**src/rtl/tnc_pkg.sv**
```systemverilog
// Shared types, constants and codes of the tag nesting checker.
package tnc_pkg;

  // Sizing of the tag stack and of one tag name.
  localparam int STACK_DEPTH    = 64;
  localparam int MAX_NAME_CHARS = 8;
  localparam int NAME_W         = 8 * MAX_NAME_CHARS;
  localparam int LEN_W          = $clog2(MAX_NAME_CHARS + 1);
  localparam int DEPTH_W        = $clog2(STACK_DEPTH + 1);

  // Characters that steer the parser.
  localparam logic [7:0] CH_LT    = 8'h3C;
  localparam logic [7:0] CH_SLASH = 8'h2F;
  localparam logic [7:0] CH_GT    = 8'h3E;
  localparam logic [7:0] CH_I     = 8'h69;
  localparam logic [7:0] CH_M     = 8'h6D;
  localparam logic [7:0] CH_G     = 8'h67;

  typedef enum logic [2:0] {
    MODE_OUTSIDE  = 3'd0,
    MODE_AFTER_LT = 3'd1,
    MODE_OPEN     = 3'd2,
    MODE_CLOSE    = 3'd3,
    MODE_SKIP     = 3'd4
  } mode_e;

  typedef enum logic [2:0] {
    ERR_NONE         = 3'd0,
    ERR_EMPTY        = 3'd1,
    ERR_MISMATCH     = 3'd2,
    ERR_OVERFLOW     = 3'd3,
    ERR_UNCLOSED     = 3'd4,
    ERR_UNTERMINATED = 3'd5,
    ERR_TOO_LONG     = 3'd6
  } err_e;

  typedef struct packed {
    logic [7:0] ch;
    logic       last;
  } in_item_t;

  typedef struct packed {
    logic       valid_res;
    logic [2:0] error_code;
  } out_item_t;

  // One stack entry: tag text (character k in bits 8k+7..8k) and its length.
  typedef struct packed {
    logic [NAME_W-1:0] name;
    logic [LEN_W-1:0]  len;
  } entry_t;

  // Stack command broadcast to every cell of the chain.
  typedef struct packed {
    logic push;
    logic pop;
  } stack_op_t;

endpackage

```
**src/rtl/tnc_parser.sv**
```systemverilog
// Character parser: tag state machine, name gathering, stack control and error tracking.
module tnc_parser (
  input  logic                clk_i,
  input  logic                rst_ni,
  input  logic                fire_i,
  input  tnc_pkg::in_item_t   item_i,
  input  tnc_pkg::entry_t     top_i,
  output tnc_pkg::stack_op_t  op_o,
  output tnc_pkg::entry_t     push_entry_o,
  output logic                res_valid_o,
  output tnc_pkg::out_item_t  res_o
);
  import tnc_pkg::*;

  mode_e              mode_q, mode_d, mode_step;
  err_e               err_q, err_d, err_step, err_next;
  logic [NAME_W-1:0]  buf_q, buf_d, buf_step;
  logic [LEN_W-1:0]   len_q, len_d, len_step;
  logic [DEPTH_W-1:0] depth_q, depth_d, depth_next;

  logic [7:0]         c;
  logic               active;
  logic               is_gt;
  logic [NAME_W-1:0]  eff_buf;
  logic [LEN_W-1:0]   eff_len;
  logic               can_append;
  logic [NAME_W-1:0]  app_buf;
  logic [LEN_W-1:0]   app_len;
  logic               is_img;
  logic [NAME_W-1:0]  cmp_mask;
  logic               top_match;
  logic               stack_empty;
  logic               stack_full;
  logic               push_step;
  logic               pop_step;
  stack_op_t          op;
  err_e               code;

  assign c           = item_i.ch;
  assign is_gt       = (c == CH_GT);
  assign active      = fire_i && (err_q == ERR_NONE);
  assign stack_empty = (depth_q == '0);
  assign stack_full  = (depth_q == DEPTH_W'(STACK_DEPTH));

  // The first character after '<' starts from an empty name.
  assign eff_buf    = (mode_q == MODE_AFTER_LT) ? '0 : buf_q;
  assign eff_len    = (mode_q == MODE_AFTER_LT) ? '0 : len_q;
  assign can_append = (eff_len < LEN_W'(MAX_NAME_CHARS));
  assign app_len    = eff_len + LEN_W'(1);

  // Name with the current character placed at the next free byte.
  always_comb begin
    app_buf = eff_buf;
    for (int k = 0; k < MAX_NAME_CHARS; k++) begin
      if (LEN_W'(k) == eff_len) begin
        app_buf[8*k +: 8] = c;
      end
    end
  end

  // An opening tag becomes self-closing once its first three characters read "img".
  assign is_img = (eff_len == LEN_W'(2)) && (eff_buf[7:0] == CH_I) &&
                  (eff_buf[15:8] == CH_M) && (c == CH_G);

  // A close name matches when it equals the same-length prefix of the top entry.
  always_comb begin
    cmp_mask = '0;
    for (int k = 0; k < MAX_NAME_CHARS; k++) begin
      if (LEN_W'(k) < len_q) begin
        cmp_mask[8*k +: 8] = 8'hFF;
      end
    end
  end

  assign top_match = (len_q <= top_i.len) && (((top_i.name ^ buf_q) & cmp_mask) == '0);

  // Next parse mode for one character.
  always_comb begin
    mode_step = mode_q;
    unique case (mode_q)
      MODE_OUTSIDE: begin
        if (c == CH_LT) begin
          mode_step = MODE_AFTER_LT;
        end
      end
      MODE_AFTER_LT, MODE_OPEN: begin
        if ((mode_q == MODE_AFTER_LT) && (c == CH_SLASH)) begin
          mode_step = MODE_CLOSE;
        end else if (is_gt) begin
          mode_step = MODE_OUTSIDE;
        end else if (is_img) begin
          mode_step = MODE_SKIP;
        end else begin
          mode_step = MODE_OPEN;
        end
      end
      MODE_CLOSE, MODE_SKIP: begin
        if (is_gt) begin
          mode_step = MODE_OUTSIDE;
        end
      end
      default: mode_step = MODE_OUTSIDE;
    endcase
  end

  // Name gathering, stack commands and error detection for one character.
  always_comb begin
    buf_step  = buf_q;
    len_step  = len_q;
    err_step  = ERR_NONE;
    push_step = 1'b0;
    pop_step  = 1'b0;
    unique case (mode_q)
      MODE_AFTER_LT, MODE_OPEN: begin
        buf_step = eff_buf;
        len_step = eff_len;
        if ((mode_q == MODE_AFTER_LT) && (c == CH_SLASH)) begin
          buf_step = '0;
        end else if (is_gt) begin
          if (stack_full) begin
            err_step = ERR_OVERFLOW;
          end else begin
            push_step = 1'b1;
          end
        end else if (can_append) begin
          buf_step = app_buf;
          len_step = app_len;
        end else begin
          err_step = ERR_TOO_LONG;
        end
      end
      MODE_CLOSE: begin
        if (!is_gt) begin
          if (can_append) begin
            buf_step = app_buf;
            len_step = app_len;
          end else begin
            err_step = ERR_TOO_LONG;
          end
        end else if (stack_empty) begin
          err_step = ERR_EMPTY;
        end else if (top_match) begin
          pop_step = 1'b1;
        end else begin
          err_step = ERR_MISMATCH;
        end
      end
      default: begin
      end
    endcase
  end

  // Stack commands only for characters that are processed.
  assign op.push      = active && push_step;
  assign op.pop       = active && pop_step;
  assign op_o         = op;
  assign push_entry_o = '{name: eff_buf, len: eff_len};

  assign err_next   = (err_q != ERR_NONE) ? err_q : (active ? err_step : ERR_NONE);
  assign depth_next = depth_q + DEPTH_W'(op.push) - DEPTH_W'(op.pop);

  // End-of-text verdict from the state after the last character.
  always_comb begin
    priority if (err_next != ERR_NONE) begin
      code = err_next;
    end else if (active && (mode_step != MODE_OUTSIDE)) begin
      code = ERR_UNTERMINATED;
    end else if (!active && (mode_q != MODE_OUTSIDE)) begin
      code = ERR_UNTERMINATED;
    end else if (depth_next != '0) begin
      code = ERR_UNCLOSED;
    end else begin
      code = ERR_NONE;
    end
  end

  assign res_valid_o     = fire_i && item_i.last;
  assign res_o.valid_res = (code == ERR_NONE);
  assign res_o.error_code = code;

  // State update; the last character returns everything to its reset value.
  always_comb begin
    mode_d  = mode_q;
    buf_d   = buf_q;
    len_d   = len_q;
    depth_d = depth_q;
    err_d   = err_next;
    if (active) begin
      mode_d  = mode_step;
      buf_d   = buf_step;
      len_d   = len_step;
      depth_d = depth_next;
    end
    if (fire_i && item_i.last) begin
      mode_d  = MODE_OUTSIDE;
      buf_d   = '0;
      len_d   = '0;
      depth_d = '0;
      err_d   = ERR_NONE;
    end
  end

  always_ff @(posedge clk_i or negedge rst_ni) begin
    if (!rst_ni) begin
      mode_q  <= MODE_OUTSIDE;
      err_q   <= ERR_NONE;
      buf_q   <= '0;
      len_q   <= '0;
      depth_q <= '0;
    end else begin
      mode_q  <= mode_d;
      err_q   <= err_d;
      buf_q   <= buf_d;
      len_q   <= len_d;
      depth_q <= depth_d;
    end
  end

endmodule

```
**config.mk**
```make
export PLATFORM = sky130hd
export DESIGN_NAME = tnc_parser
export DESIGN_NICKNAME = d
export VERILOG_FILES = /design/src/rtl/tnc_pkg.sv /design/src/rtl/tnc_parser.sv
export SDC_FILE = /design/constraint.sdc
export NUM_CORES = 1
export LEC_CHECK = 0
export ABC_AREA = 1
export BUFFER_PORTS_ARGS = -buffer_cell sky130_fd_sc_hd__buf_2
export CAP_MARGIN = 20
export CORE_MARGIN = 5
export CORE_UTILIZATION = 42
export DETAILED_ROUTE_END_ITERATION = 8
export PLACE_DENSITY = 0.7
export SLEW_MARGIN = 20
export SYNTH_ARGS = -nofsm -noshare
export SYNTH_HDL_FRONTEND = slang
export SYNTH_SLANG_ARGS = --single-unit
export TNS_END_PERCENT = 100
```
**constraint.sdc**
```tcl
create_clock -name clk_i -period 10 [get_ports clk_i]
set_clock_uncertainty 0.05 [all_clocks]
set_input_delay 2 -clock clk_i [delete_from_list [all_inputs] [get_ports clk_i]]
set_output_delay 2 -clock clk_i [all_outputs]
set_load 0.1 [all_outputs]
```
==> reports/results.md <==
- 45 — number of cell rows
- input pin to primary output — Worst Path Class, Setup
- 1340 — number of placed cells counting well taps
- 0.9167 — GPL Wtd Cong
- 6493 — via count of the first global-routing pass
- 18.28% — Area growth syn-to-layout
- 14.99 um — WL per Instance
- 1027 — synthesized netlist cell count
- 21 — Worst R2R Path Depth
- 6.311 um2 — Avg Inst Size Synth
- 0 ns — sum of negative setup slack
- 6.32 ns — R2R setup slack
- 0 — maxcap violations
- 42.79% — Initial Util
- 134.2 um — Die Height
- 0 — final antenna-violating net count
- 0.06 ns — clock slew seen by the registers of the worst setup and hold paths
- 3 — number of levels in the clock H-tree
- 15130 um — HPWL Detailed
- 0 — antenna violations before repair
- 81 — count of state elements after synthesis
- 0 — number of setup buffers added after CTS
- 81 — # clock sinks
- 5.75 ns — data arrival at the endpoint of the critical path
- 6912 — total vias in the final route
- 22.69% — overall fraction of global-route tracks in use
- 0.2121 mV — maximum ir drop on the vdd rail
- 0 — Resized cells post-CTS
- 2 — maximum root-to-sink buffer count
- input pin — type of origin of the critical path
- 1357 — final cell count without fillers
- 0.004592 uW — leakage power of the design
- 20340 um — total wire length after detailed routing
- no — unrepaired setup endpoints after global routing
- 0 — total of warnings raised by yosys
- 6481 um2 — cell area after synthesis
- len_q[3] — critical register-to-register path startpoint
- 17.11% — layout cell share with drive strength beyond 1
- 1126 — net count after synthesis
- primary output — CP Capture Type
- 7.796 ns — Final min period
- 0 — remaining global-route overflow
- 50.62% — utilization of the core after routing
- complete, no violations — run status
- depth_q[6] — endpoint of the lowest-slack register-to-register path
- 0.8515 ns — Tightest Pin Transition
- sky130_fd_sc_hd__clkbuf_16 — buffer type at the clock tree root
- 2 — cell depth of the worst min-delay path
- 0 — hold violation total from the final report
- 77.96% — ratio of final minimum period to clock period
- 0 — remaining routing DRC violations
- 72 — maximum number of pins on one net before global-route repair
- 33020 um — wire length of the first global-routing pass
- register to register — class of the most critical hold timing path
- 5.094 — post-detailed-route via-to-cell ratio
- 7.95 ns — Required @ worst endpoint
- built — clock tree from TritonCTS
- 15150 um2 — Core Box Area
- 1263 — final layout net count
- 134.2 um — horizontal die dimension
- 154 — Port Buffer Count
- 0 — post-cts hold buffer count
- 39 — synth unique cells
- 155 — number of top-level design ports
- 128.3 MHz — maximum clock frequency
- 9 — Num CTS Buffers
- 2 — largest fanout on the critical path
- 350.4 nW/um2 — P per Cell Area
- 18020 um2 — Die Area
- 5 — first drt pass iteration count
- 43.02% — max_slew headroom
- 558 — Iter 0 DRT Violations
- 1597 — number of inserted filler cells in the final layout
- 0 — total inserted antenna cells
- 31.27% — register area share after synthesis
- 0.35 ns — Clk Latency, worst-skew pair
- 0 — count of final max-slew check failures
- 7666 um2 — final design instance area without fill
- 7332 um2 — post-placement cell area
- err_q[1] — worst-case hold path end point
- 0 — setup violation total in the final timing report
- err_q[1] — min-delay src
-- metal layers --
layer  track usage (%)  vias up  share of wire [%]
met5                 0        -                  0
met4             7.975        0                2.4
met3             3.526       33                8.1
met2             35.39      260                 45
met1             32.00     3136                 45
li1                  -     3483                  -
-- worst max path at each step --
stage | start | to | slack (ns) | cells after the start
after detailed placement | top_i[3] | res_o[3] | 2.25 | 27
after floorplan | item_i[8] | res_o[3] | 0.32 | 21
final | top_i[3] | res_o[3] | 2.20 | 27
after global routing | top_i[3] | res_o[3] | 1.81 | 27
after CTS | top_i[3] | res_o[3] | 2.23 | 27
after global placement | top_i[1] | res_o[3] | 2.38 | 27
-- cell families (layout without fill, tap and decap cells) --
| logic type | after synthesis | after routing | synth area share, % |
|---|---|---|---|
| AO/OA/AOI/OAI | 195 | 195 | 16.29 |
| XOR/XNOR | 34 | 34 | 4.595 |
| adder cells (fa/ha/maj) | 19 | 19 | 3.784 |
| buffers and inverters | 245 | 387 | 15.12 |
| flip-flops | 81 | 81 | 31.27 |
| AND/OR/NAND/NOR | 453 | 453 | 28.94 |
-- state kept, by name (all words and copies together) (netlist names) --
name / cells
buf_q: 64
depth_q: 7
len_q: 4
mode_q: 3
err_q: 3
-- Yosys cell counts --
cell,number,area share [%]
sky130_fd_sc_hd__o21ai_2,1,0.14
sky130_fd_sc_hd__o2111ai_1,1,0.14
sky130_fd_sc_hd__nor2_4,2,0.35
sky130_fd_sc_hd__nand3_4,1,0.27
sky130_fd_sc_hd__ha_1,18,3.5
sky130_fd_sc_hd__a22oi_1,1,0.12
sky130_fd_sc_hd__a21oi_1,28,2.2
sky130_fd_sc_hd__clkbuf_1,5,0.29
sky130_fd_sc_hd__inv_1,201,12
sky130_fd_sc_hd__xor2_1,3,0.41
sky130_fd_sc_hd__nor3_4,1,0.25
sky130_fd_sc_hd__a31oi_1,1,0.097
sky130_fd_sc_hd__inv_2,10,0.58
sky130_fd_sc_hd__nand2_1,329,19
sky130_fd_sc_hd__buf_6,4,0.69
sky130_fd_sc_hd__dfrtp_1,81,31
sky130_fd_sc_hd__nor3_2,3,0.46
sky130_fd_sc_hd__nor2_2,2,0.19
sky130_fd_sc_hd__xnor2_1,31,4.2
sky130_fd_sc_hd__o211ai_1,5,0.58
sky130_fd_sc_hd__o22ai_1,35,3.4
sky130_fd_sc_hd__o21ai_1,49,3.8
sky130_fd_sc_hd__nand3_2,1,0.15
sky130_fd_sc_hd__o21ai_0,71,5.5
sky130_fd_sc_hd__nand4_1,8,0.77
sky130_fd_sc_hd__fa_1,1,0.31
sky130_fd_sc_hd__nand4_2,1,0.19
sky130_fd_sc_hd__buf_4,3,0.35
sky130_fd_sc_hd__a21oi_2,1,0.14
sky130_fd_sc_hd__buf_1,5,0.29
sky130_fd_sc_hd__nand3_1,36,2.8
sky130_fd_sc_hd__buf_2,15,1.2
sky130_fd_sc_hd__nand2_4,1,0.17
sky130_fd_sc_hd__a22o_1,1,0.14
sky130_fd_sc_hd__nor3_1,12,0.93
sky130_fd_sc_hd__a32o_1,1,0.15
sky130_fd_sc_hd__nand2_2,3,0.29
sky130_fd_sc_hd__clkinv_1,2,0.12
sky130_fd_sc_hd__nor2_1,53,3.1
-- layout make-up --
type | instances | area, um2 | share of cell area (%)
clock buffers | 11 | 242.7 | 3.166
inverters | 213 | 799.5 | 10.43
multi-input cells | 701 | 3475 | 45.32
well taps | 188 | 235.2 | 3.068
clock inverters | 5 | 86.33 | 1.126
repair buffers | 158 | 800.8 | 10.45
flip-flops and latches | 81 | 2027 | 26.44
-- cells in the final DEF, fill, tap and decap left out, types with 8 or more instances in the layout --
cell,n
sky130_fd_sc_hd__dfrtp_1,81
sky130_fd_sc_hd__ha_1,18
sky130_fd_sc_hd__a21oi_1,28
sky130_fd_sc_hd__o21ai_1,49
sky130_fd_sc_hd__nor2_1,53
sky130_fd_sc_hd__clkbuf_16,9
sky130_fd_sc_hd__o22ai_1,35
sky130_fd_sc_hd__inv_2,10
sky130_fd_sc_hd__xnor2_1,31
sky130_fd_sc_hd__nor3_1,12
sky130_fd_sc_hd__o21ai_0,71
sky130_fd_sc_hd__inv_1,201
sky130_fd_sc_hd__nand2_1,329
sky130_fd_sc_hd__buf_2,154
sky130_fd_sc_hd__nand4_1,8
sky130_fd_sc_hd__nand3_1,36
-- critical path, cell delays in order --
cell and delay (ns):
sky130_fd_sc_hd__buf_2 0.08, sky130_fd_sc_hd__inv_1 0.04, sky130_fd_sc_hd__ha_1 0.30, sky130_fd_sc_hd__a21oi_1 0.14
sky130_fd_sc_hd__o21ai_0 0.08, sky130_fd_sc_hd__o21ai_0 0.12, sky130_fd_sc_hd__nand3_1 0.11, sky130_fd_sc_hd__nor2_1 0.14
sky130_fd_sc_hd__nand2_1 0.10, sky130_fd_sc_hd__nor2_1 0.15, sky130_fd_sc_hd__ha_1 0.25, sky130_fd_sc_hd__inv_1 0.06
sky130_fd_sc_hd__ha_1 0.16, sky130_fd_sc_hd__inv_1 0.06, sky130_fd_sc_hd__fa_1 0.39, sky130_fd_sc_hd__o21ai_0 0.29
sky130_fd_sc_hd__nand2_1 0.08, sky130_fd_sc_hd__nand2_1 0.06, sky130_fd_sc_hd__a21oi_1 0.08, sky130_fd_sc_hd__inv_1 0.06
sky130_fd_sc_hd__nand2_1 0.04, sky130_fd_sc_hd__nand2_1 0.08, sky130_fd_sc_hd__nand3_1 0.10, sky130_fd_sc_hd__nor2_1 0.10
sky130_fd_sc_hd__nand2_1 0.09, sky130_fd_sc_hd__nor3_2 0.14, sky130_fd_sc_hd__buf_2 0.44
-- stage by stage --
stage | power (uW) | worst slack (ns) | hold WS [ns]
4_1_cts | 2683 | 2.228 | 0.4791
2_1_floorplan | 1999 | 0.3156 | 0.4413
3_5_place_dp | 2303 | 2.250 | 0.4651
5_1_grt | 2862 | 1.811 | 0.5159
3_3_place_gp | 2289 | 2.383 | 0.4610
6_report | 2686 | 2.204 | 0.4738
-- power breakdown --
| part | total (uW) | switching (uW) | leakage, uW | internal, uW |
|---|---|---|---|---|
| Sequential | 524 | 100 | 0.00111 | 424 |
| Combinational | 1790 | 1420 | 0.00332 | 367 |
| Clock | 375 | 147 | 0.000161 | 228 |
No activity file was read; power rests on OpenSTA's default activity.
